**src/rtl/scpf_pkg.sv**
```systemverilog
// ----------------------------------------------------------------------------
// scpf_pkg: shared types and codes of the peephole fuser
// Token and result layouts, word codes, fused op codes and helpers.
// ----------------------------------------------------------------------------
`default_nettype none

package scpf_pkg;

   localparam int IDENT_WIDTH   = 16;
   localparam int LITERAL_WIDTH = 64;
   localparam int WIN_DEPTH     = 4;
   localparam int CNT_W         = $clog2(WIN_DEPTH + 1);
   localparam int SHAMT_W       = $clog2(LITERAL_WIDTH);

   // token kinds
   localparam logic [1:0] K_LIT = 2'd0;
   localparam logic [1:0] K_VAR = 2'd1;

   // word codes
   localparam logic [4:0] C_ADD    = 5'd1;
   localparam logic [4:0] C_SUB    = 5'd2;
   localparam logic [4:0] C_MUL    = 5'd3;
   localparam logic [4:0] C_DIV    = 5'd4;
   localparam logic [4:0] C_LT     = 5'd5;
   localparam logic [4:0] C_GT     = 5'd6;
   localparam logic [4:0] C_EQ     = 5'd7;
   localparam logic [4:0] C_RFROM  = 5'd8;
   localparam logic [4:0] C_TOR    = 5'd9;
   localparam logic [4:0] C_RAT    = 5'd10;
   localparam logic [4:0] C_CSTORE = 5'd11;
   localparam logic [4:0] C_STORE  = 5'd12;
   localparam logic [4:0] C_FETCH  = 5'd13;
   localparam logic [4:0] C_DUP    = 5'd14;
   localparam logic [4:0] C_SWAP   = 5'd15;
   localparam logic [4:0] C_DROP   = 5'd16;
   localparam logic [4:0] C_ROT    = 5'd17;
   localparam logic [4:0] C_OVER   = 5'd18;

   // fused ops
   localparam logic [4:0] OP_ADD_IMM   = 5'd0;
   localparam logic [4:0] OP_SUB_IMM   = 5'd1;
   localparam logic [4:0] OP_SHL_IMM   = 5'd2;
   localparam logic [4:0] OP_MUL_IMM   = 5'd3;
   localparam logic [4:0] OP_SHR_IMM   = 5'd4;
   localparam logic [4:0] OP_DIV_IMM   = 5'd5;
   localparam logic [4:0] OP_CMP_LT    = 5'd6;
   localparam logic [4:0] OP_CMP_GT    = 5'd7;
   localparam logic [4:0] OP_CMP_EQ    = 5'd8;
   localparam logic [4:0] OP_INC_R     = 5'd9;
   localparam logic [4:0] OP_DEC_R     = 5'd10;
   localparam logic [4:0] OP_R_CSTORE  = 5'd11;
   localparam logic [4:0] OP_R_STORE   = 5'd12;
   localparam logic [4:0] OP_VAR_FETCH = 5'd13;
   localparam logic [4:0] OP_VAR_STORE = 5'd14;
   localparam logic [4:0] OP_LEA_TOS   = 5'd15;
   localparam logic [4:0] OP_MOV_TOS_1 = 5'd16;
   localparam logic [4:0] OP_TUCK      = 5'd17;
   localparam logic [4:0] OP_DUP       = 5'd18;

   // result kinds
   localparam logic [1:0] OK_PASS  = 2'd0;
   localparam logic [1:0] OK_FUSED = 2'd1;
   localparam logic [1:0] OK_END   = 2'd2;
   localparam logic [1:0] OK_DIV0  = 2'd3;

   typedef struct packed {
      logic [1:0]               kind;
      logic [4:0]               code;
      logic [IDENT_WIDTH-1:0]   ident;
      logic [LITERAL_WIDTH-1:0] literal;
   } tok_type;

   typedef struct packed {
      logic [1:0]               out_kind;
      logic [1:0]               token_kind;
      logic [4:0]               word_code;
      logic [4:0]               fused_op;
      logic [IDENT_WIDTH-1:0]   ident;
      logic [LITERAL_WIDTH-1:0] value;
      logic                     last;
   } res_type;

   function automatic logic is_word(tok_type t, logic [4:0] code);
      return (t.kind != K_LIT) && (t.kind != K_VAR) && (t.code == code);
   endfunction

endpackage

`default_nettype wire

```
**src/rtl/scpf_decide.sv**
```systemverilog
// ----------------------------------------------------------------------------
// scpf_decide: greedy pattern match at the oldest window token
// Produces one result and the number of tokens it covers.
// ----------------------------------------------------------------------------
`default_nettype none

module scpf_decide import scpf_pkg::*; (
   input  tok_type [WIN_DEPTH-1:0] win,
   input  logic [CNT_W-1:0]        count,
   output res_type                 res,
   output logic [CNT_W-1:0]        consumed
);

   function automatic res_type mk_fused(logic [4:0] op, logic [IDENT_WIDTH-1:0] id,
                                        logic [LITERAL_WIDTH-1:0] val);
      res_type r;
      r          = '0;
      r.out_kind = OK_FUSED;
      r.fused_op = op;
      r.ident    = id;
      r.value    = val;
      return r;
   endfunction

   tok_type                  t0, t1, t2, t3;
   logic [LITERAL_WIDTH-1:0] lit;
   logic [LITERAL_WIDTH-1:0] lit_m1;
   logic                     lit_pow2;
   logic                     lit_zero;
   logic                     lit_one;
   logic [SHAMT_W-1:0]       shamt;
   logic [LITERAL_WIDTH-1:0] shamt_ext;
   logic                     has4;
   logic                     has2;

   assign t0 = win[0];
   assign t1 = win[1];
   assign t2 = win[2];
   assign t3 = win[3];
   assign lit      = t0.literal;
   assign lit_m1   = lit - LITERAL_WIDTH'(1);
   assign lit_zero = (lit == '0);
   assign lit_one  = (lit == LITERAL_WIDTH'(1));
   assign lit_pow2 = !lit_zero && !lit[LITERAL_WIDTH-1] && ((lit & lit_m1) == '0);
   assign has4     = (count == CNT_W'(WIN_DEPTH));
   assign has2     = (count >= CNT_W'(2));
   assign shamt_ext = LITERAL_WIDTH'(shamt);

   // bit index of a single set bit
   always_comb begin
      shamt = '0;
      for (int i = 0; i < LITERAL_WIDTH; i++) begin
         if (lit[i]) begin
            shamt = shamt | SHAMT_W'(i);
         end
      end
   end

   always_comb begin
      res            = '0;
      res.out_kind   = OK_PASS;
      res.token_kind = t0.kind;
      res.word_code  = t0.code;
      res.ident      = t0.ident;
      res.value      = (t0.kind == K_LIT) ? lit : '0;
      consumed       = CNT_W'(1);
      if (has4 && is_word(t0, C_RFROM) && (t1.kind == K_LIT) && is_word(t3, C_TOR) &&
          (is_word(t2, C_ADD) || is_word(t2, C_SUB))) begin
         res      = mk_fused(is_word(t2, C_ADD) ? OP_INC_R : OP_DEC_R, '0, t1.literal);
         consumed = CNT_W'(4);
      end else if (has2) begin
         consumed = CNT_W'(2);
         if (is_word(t0, C_RAT) && is_word(t1, C_CSTORE)) begin
            res = mk_fused(OP_R_CSTORE, '0, '0);
         end else if (is_word(t0, C_RAT) && is_word(t1, C_STORE)) begin
            res = mk_fused(OP_R_STORE, '0, '0);
         end else if ((t0.kind == K_VAR) && is_word(t1, C_FETCH)) begin
            res = mk_fused(OP_VAR_FETCH, t0.ident, '0);
         end else if ((t0.kind == K_VAR) && is_word(t1, C_STORE)) begin
            res = mk_fused(OP_VAR_STORE, t0.ident, '0);
         end else if (is_word(t0, C_DUP) && is_word(t1, C_ADD)) begin
            res = mk_fused(OP_LEA_TOS, '0, '0);
         end else if (is_word(t0, C_SWAP) && is_word(t1, C_DROP)) begin
            res = mk_fused(OP_MOV_TOS_1, '0, '0);
         end else if (is_word(t0, C_DUP) && is_word(t1, C_ROT)) begin
            res = mk_fused(OP_TUCK, '0, '0);
         end else if (is_word(t0, C_OVER) && is_word(t1, C_DROP)) begin
            res = mk_fused(OP_DUP, '0, '0);
         end else if ((t0.kind == K_LIT) && is_word(t1, C_ADD)) begin
            res = mk_fused(OP_ADD_IMM, '0, lit);
         end else if ((t0.kind == K_LIT) && is_word(t1, C_SUB)) begin
            res = mk_fused(OP_SUB_IMM, '0, lit);
         end else if ((t0.kind == K_LIT) && is_word(t1, C_MUL) && !lit_one) begin
            res = lit_pow2 ? mk_fused(OP_SHL_IMM, '0, shamt_ext)
                           : mk_fused(OP_MUL_IMM, '0, lit);
         end else if ((t0.kind == K_LIT) && is_word(t1, C_DIV) && lit_zero) begin
            res          = '0;
            res.out_kind = OK_DIV0;
         end else if ((t0.kind == K_LIT) && is_word(t1, C_DIV) && !lit_one) begin
            res = lit_pow2 ? mk_fused(OP_SHR_IMM, '0, shamt_ext)
                           : mk_fused(OP_DIV_IMM, '0, lit);
         end else if ((t0.kind == K_LIT) && is_word(t1, C_LT)) begin
            res = mk_fused(OP_CMP_LT, '0, lit);
         end else if ((t0.kind == K_LIT) && is_word(t1, C_GT)) begin
            res = mk_fused(OP_CMP_GT, '0, lit);
         end else if ((t0.kind == K_LIT) && is_word(t1, C_EQ)) begin
            res = mk_fused(OP_CMP_EQ, '0, lit);
         end else begin
            consumed = CNT_W'(1);
         end
      end
   end

endmodule

`default_nettype wire

```
**src/rtl/scpf_window.sv**
```systemverilog
// ----------------------------------------------------------------------------
// scpf_window: lookahead window and flush control
// Holds up to 4 tokens, one decision per cycle unless stalled, drains on last.
// ----------------------------------------------------------------------------
`default_nettype none

module scpf_window import scpf_pkg::*; (
   input  logic                     clock,
   input  logic                     reset,
   input  logic                     req_valid,
   output logic                     req_stall,
   input  tok_type                  req_tok,
   input  logic                     req_last,
   input  logic                     out_ready,
   output logic                     out_load,
   output res_type                  out_res
);

   tok_type [WIN_DEPTH-1:0] win_ff, win_in, shifted;
   logic [CNT_W-1:0]        count_ff, count_in;
   logic                    drain_ff, drain_in;
   res_type                 dec_res;
   logic [CNT_W-1:0]        dec_cons;
   logic [CNT_W-1:0]        cons;
   logic [CNT_W-1:0]        remain;
   logic [CNT_W-1:0]        src;
   logic                    full;
   logic                    do_decide;
   logic                    do_end;
   logic                    accept;
   res_type                 end_res;

   scpf_decide u_decide (
      .win      (win_ff),
      .count    (count_ff),
      .res      (dec_res),
      .consumed (dec_cons)
   );

   assign full      = (count_ff == CNT_W'(WIN_DEPTH));
   assign do_decide = out_ready && (full || (drain_ff && (count_ff != '0)));
   assign do_end    = out_ready && drain_ff && (count_ff == '0);
   assign req_stall = drain_ff || (full && !do_decide);
   assign accept    = req_valid && !req_stall;
   assign cons      = do_decide ? dec_cons : '0;
   assign remain    = count_ff - cons;

   always_comb begin
      end_res          = '0;
      end_res.out_kind = OK_END;
      end_res.last     = 1'b1;
   end

   assign out_load = do_decide || do_end;
   assign out_res  = do_end ? end_res : dec_res;

   always_comb begin
      shifted = win_ff;
      for (int i = 0; i < WIN_DEPTH; i++) begin
         src = CNT_W'(i) + cons;
         if (src < CNT_W'(WIN_DEPTH)) begin
            shifted[i] = win_ff[src[CNT_W-2:0]];
         end
      end
      win_in = shifted;
      if (accept) begin
         win_in[remain[CNT_W-2:0]] = req_tok;
      end
      count_in = remain + CNT_W'(accept);
      drain_in = drain_ff;
      if (accept && req_last) begin
         drain_in = 1'b1;
      end else if (do_end) begin
         drain_in = 1'b0;
      end
   end

   always_ff @(posedge clock) begin
      if (reset) begin
         count_ff <= '0;
         drain_ff <= 1'b0;
      end else begin
         count_ff <= count_in;
         drain_ff <= drain_in;
      end
   end

   always_ff @(posedge clock) begin
      win_ff <= win_in;
   end

endmodule

`default_nettype wire

```
**src/rtl/scpf_outreg.sv**
```systemverilog
// ----------------------------------------------------------------------------
// scpf_outreg: result register
// Holds one result until the downstream side takes it.
// ----------------------------------------------------------------------------
`default_nettype none

module scpf_outreg import scpf_pkg::*; (
   input  logic    clock,
   input  logic    reset,
   input  logic    load,
   input  res_type res,
   output logic    ready,
   output logic    rsp_valid,
   input  logic    rsp_stall,
   output res_type rsp_res
);

   logic    valid_ff, valid_in;
   res_type res_ff;

   assign ready     = !valid_ff || !rsp_stall;
   assign valid_in  = load || (valid_ff && rsp_stall);
   assign rsp_valid = valid_ff;
   assign rsp_res   = res_ff;

   always_ff @(posedge clock) begin
      if (reset) begin
         valid_ff <= 1'b0;
      end else begin
         valid_ff <= valid_in;
      end
   end

   always_ff @(posedge clock) begin
      if (load) begin
         res_ff <= res;
      end
   end

endmodule

`default_nettype wire

```
**src/rtl/stack_code_peephole_fuser.sv**
```systemverilog
// ----------------------------------------------------------------------------
// stack_code_peephole_fuser: peephole macro-op fuser for stack-machine tokens
// Fuses common token patterns over a four-token lookahead window.
// ----------------------------------------------------------------------------
//  channel | direction | handshake            | payload
//  req_    | in        | req_valid/req_stall  | token kind, code, ident, literal, last
//  rsp_    | out       | rsp_valid/rsp_stall  | result kind, token, op, ident, value, last
//
//  One token per cycle steady state while results are taken; each decision is
//  made combinationally from the window register and loaded into the result register.
//  A last token drains the window at one result per cycle while results are taken
//  (up to four) and then the end marker; req_stall is high for that whole drain.
//  With four tokens held and the result register stalled, req_stall is high.
//  Reset (synchronous) empties the window and the result register.
// ----------------------------------------------------------------------------
`default_nettype none

module stack_code_peephole_fuser import scpf_pkg::*; (
   input  logic                     clock,
   input  logic                     reset,
   input  logic                     req_valid,
   output logic                     req_stall,
   input  logic [1:0]               req_token_kind,
   input  logic [4:0]               req_word_code,
   input  logic [IDENT_WIDTH-1:0]   req_word_ident,
   input  logic [LITERAL_WIDTH-1:0] req_literal_value,
   input  logic                     req_last_token,
   output logic                     rsp_valid,
   input  logic                     rsp_stall,
   output logic [1:0]               rsp_out_kind,
   output logic [1:0]               rsp_out_token_kind,
   output logic [4:0]               rsp_out_word_code,
   output logic [4:0]               rsp_fused_op,
   output logic [IDENT_WIDTH-1:0]   rsp_out_ident,
   output logic [LITERAL_WIDTH-1:0] rsp_out_value,
   output logic                     rsp_out_last
);

   tok_type req_tok;
   logic    out_ready;
   logic    out_load;
   res_type out_res;
   res_type rsp_res;

   assign req_tok.kind    = req_token_kind;
   assign req_tok.code    = req_word_code;
   assign req_tok.ident   = req_word_ident;
   assign req_tok.literal = req_literal_value;

   scpf_window u_window (
      .clock     (clock),
      .reset     (reset),
      .req_valid (req_valid),
      .req_stall (req_stall),
      .req_tok   (req_tok),
      .req_last  (req_last_token),
      .out_ready (out_ready),
      .out_load  (out_load),
      .out_res   (out_res)
   );

   scpf_outreg u_outreg (
      .clock     (clock),
      .reset     (reset),
      .load      (out_load),
      .res       (out_res),
      .ready     (out_ready),
      .rsp_valid (rsp_valid),
      .rsp_stall (rsp_stall),
      .rsp_res   (rsp_res)
   );

   assign rsp_out_kind       = rsp_res.out_kind;
   assign rsp_out_token_kind = rsp_res.token_kind;
   assign rsp_out_word_code  = rsp_res.word_code;
   assign rsp_fused_op       = rsp_res.fused_op;
   assign rsp_out_ident      = rsp_res.ident;
   assign rsp_out_value      = rsp_res.value;
   assign rsp_out_last       = rsp_res.last;

endmodule

`default_nettype wire

```
**config.mk**
```make
export PLATFORM = sky130hd
export DESIGN_NAME = stack_code_peephole_fuser
export DESIGN_NICKNAME = d
export VERILOG_FILES = /design/src/rtl/scpf_pkg.sv /design/src/rtl/scpf_decide.sv /design/src/rtl/scpf_window.sv /design/src/rtl/scpf_outreg.sv /design/src/rtl/stack_code_peephole_fuser.sv
export SDC_FILE = /design/constraint.sdc
export NUM_CORES = 1
export LEC_CHECK = 0
export BUFFER_PORTS_ARGS = -buffer_cell sky130_fd_sc_hd__buf_2
export CORE_MARGIN = 2
export CORE_UTILIZATION = 30
export DETAILED_ROUTE_END_ITERATION = 6
export HOLD_SLACK_MARGIN = 0.02
export PLACE_DENSITY = 0.5
export SYNTH_ARGS = -nofsm -noshare
export SYNTH_HDL_FRONTEND = slang
export SYNTH_SLANG_ARGS = --single-unit
```
**constraint.sdc**
```tcl
create_clock -name clock -period 7 [get_ports clock]
set_clock_uncertainty 0.1 [all_clocks]
set_input_delay 1.4 -clock clock [delete_from_list [all_inputs] [get_ports clock]]
set_output_delay 1.4 -clock clock [all_outputs]
set_load 0.03 [all_outputs]
```
==> impl_metrics.tcl, run 1 <==
set metrics [dict create \
    cpMaxStageDelayCell "or3_2" \
    critPathMaxFanout 56 \
    worst_ir_drop_vdd_uv 347 \
    yosysTopAreaCellShare 0.311 \
    required_ns 7.39 \
    yosysWarnings 0 \
    synth_compound_area_frac 0.282 \
    wl_per_cell_um 24.3 \
    synth_cell_type_count 73 \
    numCtsBuffers 53 \
    grt_first_pass_wirelength_um 130000 \
    grt.total_usage 0.214 \
    postCtsHoldBufs 0 \
    dp_hpwl_um 52500 \
    synthMuxAreaShare 0.114 \
    drt_iter0_drc 2187 \
    htreeDepth 2 \
    synth_fa_ha_area_frac 0.00452 \
    clk_latency_ns 0.63 \
    cap_violations 0 \
    synth_top_area_cell "dfxtp_1" \
    synth_xor_area_frac 0.00193 \
    r2r-end "u_window.win_ff[49]" \
    power_mw 15.7 \
    ff_latch_area_um2 9920 \
    yosys.area_share.simple 0.102 \
    hp-start "u_window.win_ff[273]" \
    path_clk_slew_ns 0.06 \
    rsz0062_at_grt "false" \
    rows 100 \
    status "completed" \
    overflow 0 \
    r2r_slack_ns 1.16 \
    synth_fp_nets 2582 \
    cp-start-kind "register" \
    tns_ns 0 \
    slowest_delay_ns 0.93 \
    die_h_um 279 \
    cellPowerDensity_nw_per_um2 594 \
    drive_above_1_share 0.137 \
    cts_resized 0 \
    setup_viol 0 \
    multi_input_area_um2 11600 \
    synth_top_family_by_area "compound AO/OA/AOI/OAI gates" \
    io_pins 189 \
    vias 21200 \
    cts_setup_buffers 0 \
    hold_class "reg2reg" \
    min_period_ns 5.84 \
    wirelength_um 86700 \
    die_w_um 279 \
    relSlewSlack 0.262 \
    synthCells 2484 \
    slew_violations 0 \
    hold_violations 0 \
    hold_end "u_window.win_ff[273]" \
    drt_pass1_iterations 6 \
    floorplan.initialDensity 0.304 \
    syn_area_per_cell_um2 9.14 \
    grt_max_degree 94 \
    gp_congestion 0.919 \
    fmax_mhz 171 \
    ant_nets 0 \
    worst_slew_pin_slew_ns 1.11 \
    first_global_vias 20700 \
    final_nets 2638 \
    post-route-period-util 0.834 \
    ff2ff_path_depth 15 \
    synth_edf_count 95 \
    synthArstFlopShare 0 \
    clock_tree.root_cell "clkbuf_16" \
    areaGrowthSynthToFinish_pct 16.0 \
    drc 0 \
    tritoncts "yes" \
    ys_seq_elements 448 \
    holdPathStages 2 \
    crit_path_end_kind "register" \
    yosysSeqAreaShare 0.437 \
    antenna_found_initial 12 \
    arrival_ns 6.23 \
    vias_per_cell 5.96 \
    syn_area_um2 22700 \
    crit_type "reg2reg" \
    fill_cells 7547 \
    crit_chain "nor4_1 -> nand4_1 -> or2_1 -> or4_1 -> a211oi_2 -> o21ai_4 -> inv_2 -> ha_1 -> inv_1 -> fa_1 -> or3_2 -> buf_12 -> o21ai_0 -> a21oi_1 -> a21o_1" \
    cts.sinks 448 \
    synth_ff_type "dfxtp_1" \
    io_buffers 188 \
    core_area_um2 74700 \
    reg2reg_from "u_window.win_ff[46]" \
    dieArea_um2 77900 \
    cts_buffer_depth 3 \
    leakagePower_nw 10.9 \
    yosys-top-cells-area "dfxtp_1 31%, edfxtp_1 13%, mux2i_1 11%, a221oi_1 6.8%, o21ai_0 6.3%" \
]
[state kept, by name (all words and copies together) (netlist names)]
name                flops
u_window.win_ff       348
u_outreg.rsp_res       95
u_window.count_ff       3
u_outreg.rsp_valid      1
u_window.drain_ff       1
[cell type report]
class,instances,area share
sequential,448,0.377
clock buffer,74,0.0572
multi-input combinational,1700,0.439
inverter,102,0.0145
antenna,7,0.000665
tap,969,0.0460
clock inverter,26,0.0112
timing repair buffer,235,0.0543
[cell usage in the layout (no fill, tap or decap), types with 17 or more instances in the layout]
cell type,Yosys,layout
dfxtp_1,353,353
o21ai_0,285,285
mux2i_1,258,258
nand2_1,230,228
buf_2,26,188
o22ai_1,179,179
a221oi_1,175,175
a21oi_1,108,108
inv_1,101,101
edfxtp_1,95,95
a21o_1,87,86
a32o_1,57,57
clkbuf_16,0,55
nor2_1,54,50
buf_4,0,36
nor4_1,34,33
and2_1,25,24
nor3_1,22,19
or4_1,17,17
[worst max-delay path by stage]
stage                        start                   end  slack (ns)  depth (start not counted)
6_report       u_window.win_ff[46]   u_window.win_ff[49]        1.16                         15
5_1_grt        u_window.win_ff[46]  u_window.win_ff[105]        0.86                         13
4_1_cts        u_window.win_ff[46]   u_window.win_ff[49]        1.23                         15
3_5_place_dp   u_window.win_ff[47]   u_window.win_ff[49]        1.27                         15
3_3_place_gp   u_window.win_ff[47]   u_window.win_ff[49]        1.23                         15
2_1_floorplan  u_window.win_ff[49]  u_window.win_ff[144]        1.85                         19
[stage by stage]
| step | cells | utilization | setup WS, ns | cell area [um2] | hold WS [ns] |
|---|---|---|---|---|---|
| detailed placement | 3454 | 0.328 | 1.27 | 24500 | 0.380 |
| global placement | 3454 | 0.328 | 1.23 | 24500 | 0.373 |
| floorplan | 2484 | - | 1.85 | 22700 | 0.365 |
| CTS | 3554 | 0.352 | 1.23 | 26300 | 0.393 |
| finish | 3561 | 0.353 | 1.16 | 26300 | 0.390 |
| global route | 3558 | 0.353 | 0.858 | 26300 | 0.414 |
[worst max-delay path: cells and delay by family, from the launching register on]
| kind | cells | cell delay [ns] |
|---|---|---|
| simple gates | 5 | 2.90 |
| compound gates | 5 | 1.04 |
| buf+inv | 3 | 0.51 |
| fa+ha+maj | 2 | 0.75 |
| flops | 1 | 0.38 |
[Yosys cell counts, types with 5 or more instances]
cell type and count:
or4_1 17, o21ai_0 285, nor3_1 22, a221oi_1 175
o21a_1 6, clkbuf_1 197, ha_1 5, a21o_1 87
xnor2_1 5, nand2_1 230, edfxtp_1 95, nor2b_1 5
o31ai_1 7, o22ai_1 179, mux2i_1 258, o41ai_1 9
nor2_1 54, a32o_1 57, o31a_1 6, nand3_1 13
buf_2 26, inv_1 101, nand4_1 16, and2_1 25
or2_2 6, a211oi_1 5, nor4_1 34, or3_1 9
a21oi_1 108, dfxtp_1 353, buf_1 7
[kinds of logic after synthesis]
kind of cell | count (synthesis)
xor gates and xnor gates | 5
buffers and inverters | 336
and+or+nand+nor | 469
adders and majority gates | 8
muxes | 259
AOI/OAI and AO/OA | 959
DFF | 448
[layer usage]
metal	up-vias	wire (um)	track usage
met5	-	28	0
met4	4	2170	0.0709
met3	157	6460	0.0367
met2	957	40200	0.344
met1	10400	37900	0.290
li1	9676	-	-
[report_power, final]
| part | internal (mW) | switching, mW | total [mW] |
|---|---|---|---|
| Combinational | 2.78 | 4.53 | 7.30 |
| Clock | 1.66 | 1.18 | 2.85 |
| Sequential | 4.14 | 1.36 | 5.51 |
| Total | 8.59 | 7.07 | 15.7 |
(Power assumes the default switching activity.)
==> run 2: changes to the inputs <==
--- a/config.mk
+++ b/config.mk
@@ -10,7 +10,7 @@
 export CORE_UTILIZATION = 30
 export DETAILED_ROUTE_END_ITERATION = 6
 export HOLD_SLACK_MARGIN = 0.02
-export PLACE_DENSITY = 0.5
+export PLACE_DENSITY = 0.51
 export SYNTH_ARGS = -nofsm -noshare
 export SYNTH_HDL_FRONTEND = slang
 export SYNTH_SLANG_ARGS = --single-unit
==> constraint.sdc (replaced) <==
create_clock -name clock -period 5.1 [get_ports clock]
set_clock_uncertainty 0.1 [all_clocks]
set_input_delay 1.02 -clock clock [delete_from_list [all_inputs] [get_ports clock]]
set_output_delay 1.02 -clock clock [all_outputs]
set_load 0.03 [all_outputs]
==> impl_metrics.tcl, run 2 (synthesized netlist as in run 1, its figures left out) <==
set metrics [dict create \
    largest-register "u_window.win_ff" \
    top_layer_used "met5" \
    final_cell_mix "353 x dfxtp_1, 285 x o21ai_0, 258 x mux2i_1" \
    crit_path_end_kind "register" \
    preCtsSetupSlack_ns 0.198 \
    tritoncts "yes" \
    drive_above_1_share 0.169 \
    worst_hold_slack_ns 0.388 \
    status "completed" \
    antenna_found_initial 14 \
    htreeDepth 2 \
    cts_setup_buffers 0 \
    dieArea_um2 77900 \
    rows 100 \
    drc 0 \
    clock_tree.root_cell "clkbuf_16" \
    design_area_um2 27300 \
    crit_chain "nor4_1 -> nand4_1 -> or4_1 -> buf_4 -> o41ai_1 -> o2111a_1 -> and4_1 -> nand4_4 -> a21o_4 -> a32o_1" \
    drt_iter0_drc 2121 \
    fill_cells 7490 \
    grt_max_degree 134 \
    wl_per_cell_um 24.3 \
    fin_cells 3653 \
    wirelength_um 88800 \
    arrival_ns 5.23 \
    cellPowerDensity_nw_per_um2 819 \
    largest_reg_flops 348 \
    grt.total_usage 0.220 \
    min_period_ns 4.98 \
    multi_input_area_um2 11600 \
    core_area_um2 74700 \
    worst_ir_drop_vdd_uv 398 \
    crit_type "reg2reg" \
    cp-start-kind "register" \
    power_mw 22.4 \
    dr_wl_met3_um 6290 \
    fin_util 0.365 \
    final_nets 2732 \
    worst_slew_pin_slew_ns 1.14 \
    cts.sinks 448 \
    fmax_mhz 201 \
    drt_pass1_iterations 6 \
    setup_viol 0 \
    vias_per_cell 5.97 \
    routed-wl-met2_um 41400 \
    leakagePower_nw 11.4 \
    required_ns 5.34 \
    io_buffers 188 \
    tns_ns 0 \
    io_pins 189 \
    cap_violations 0 \
    rsz0062_at_grt "false" \
    dp_hpwl_um 56200 \
    ff_latch_area_um2 9920 \
    cts_buffer_depth 3 \
    cp_num_buf_inv 1 \
    critPathMaxFanout 57 \
    hold_violations 0 \
    ant_nets 0 \
    floorplan.initialDensity 0.304 \
    cp_top_family "simple AND/OR/NAND/NOR gates" \
    met1_length_um 38700 \
    cpMaxStageDelayCell "nor4_1" \
    post-route-period-util 0.977 \
    overflow 0 \
    numPlacedInstances 3548 \
    gp_congestion 0.892 \
    vias 21800 \
    relSlewSlack 0.240 \
    clk_latency_ns 0.62 \
    layout_setup_ws_ns 0.117 \
    final_common_cell "dfxtp_1" \
    slew_violations 0 \
    slowest_delay_ns 0.65 \
    placed_area_um2 25500 \
    path_clk_slew_ns 0.06 \
    hold_class "reg2reg" \
    first_global_vias 21400 \
    areaGrowthSynthToFinish_pct 20.2 \
    grt_first_pass_wirelength_um 134000 \
    die_h_um 279 \
    numCtsBuffers 53 \
    die_w_um 279 \
]
run 2: cell count changes in the layout (fill, tap and decap cells not counted), sizes merged:
cell | previous run | this run
buf | 235 | 329
clkbuf | 74 | 80
clkinv | 19 | 11
diode | 7 | 5
clkinvlp | 1 | 3
run 2: cell type report:
type | instances | share of cell area
Tap cell | 969 | 0.0444
Multi-Input combinational cell | 1700 | 0.425
Inverter | 102 | 0.0140
Clock buffer | 80 | 0.0572
Antenna cell | 5 | 0.000459
Clock inverter | 20 | 0.00881
Timing Repair Buffer | 329 | 0.0861
Sequential cell | 448 | 0.364
run 2: per-layer routing:
metal / up-vias / GRT usage
li1: 9839 / -
met1: 10800 / 0.291
met2: 999 / 0.362
met3: 183 / 0.0383
met4: 6 / 0.0750
met5: - / 0
run 2: final timing paths:
check	cells after the start	startpoint	slack [ns]	end
worst min-delay path	2	u_window.win_ff[288]	0.39	u_window.win_ff[288]
worst min register to register	2	u_window.win_ff[288]	0.39	u_window.win_ff[288]
worst max-delay path	10	u_window.win_ff[22]	0.12	u_outreg.rsp_res[26]
worst max register to register	10	u_window.win_ff[22]	0.12	u_outreg.rsp_res[26]
run 2: worst register-to-register path, cell delays in order, from the launching register on:
cell	delay (ns)
dfxtp_1	0.31
nor4_1	0.65
nand4_1	0.27
or4_1	0.64
buf_4	0.22
o41ai_1	0.64
o2111a_1	0.29
and4_1	0.32
nand4_4	0.23
a21o_4	0.57
a32o_1	0.47
run 2: repair_timing:
| action | 4_1_cts | 5_1_grt |
|---|---|---|
| hold buffers | 0 | 0 |
| resized for setup | 0 | 2 |
| setup endpoints to repair | 0 | 42 |
run 2: where the power goes:
part | internal, mW | total, mW | switching [mW]
Clock | 2.32 | 3.94 | 1.61
Combinational | 4.42 | 11.2 | 6.82
Sequential | 5.69 | 7.18 | 1.49
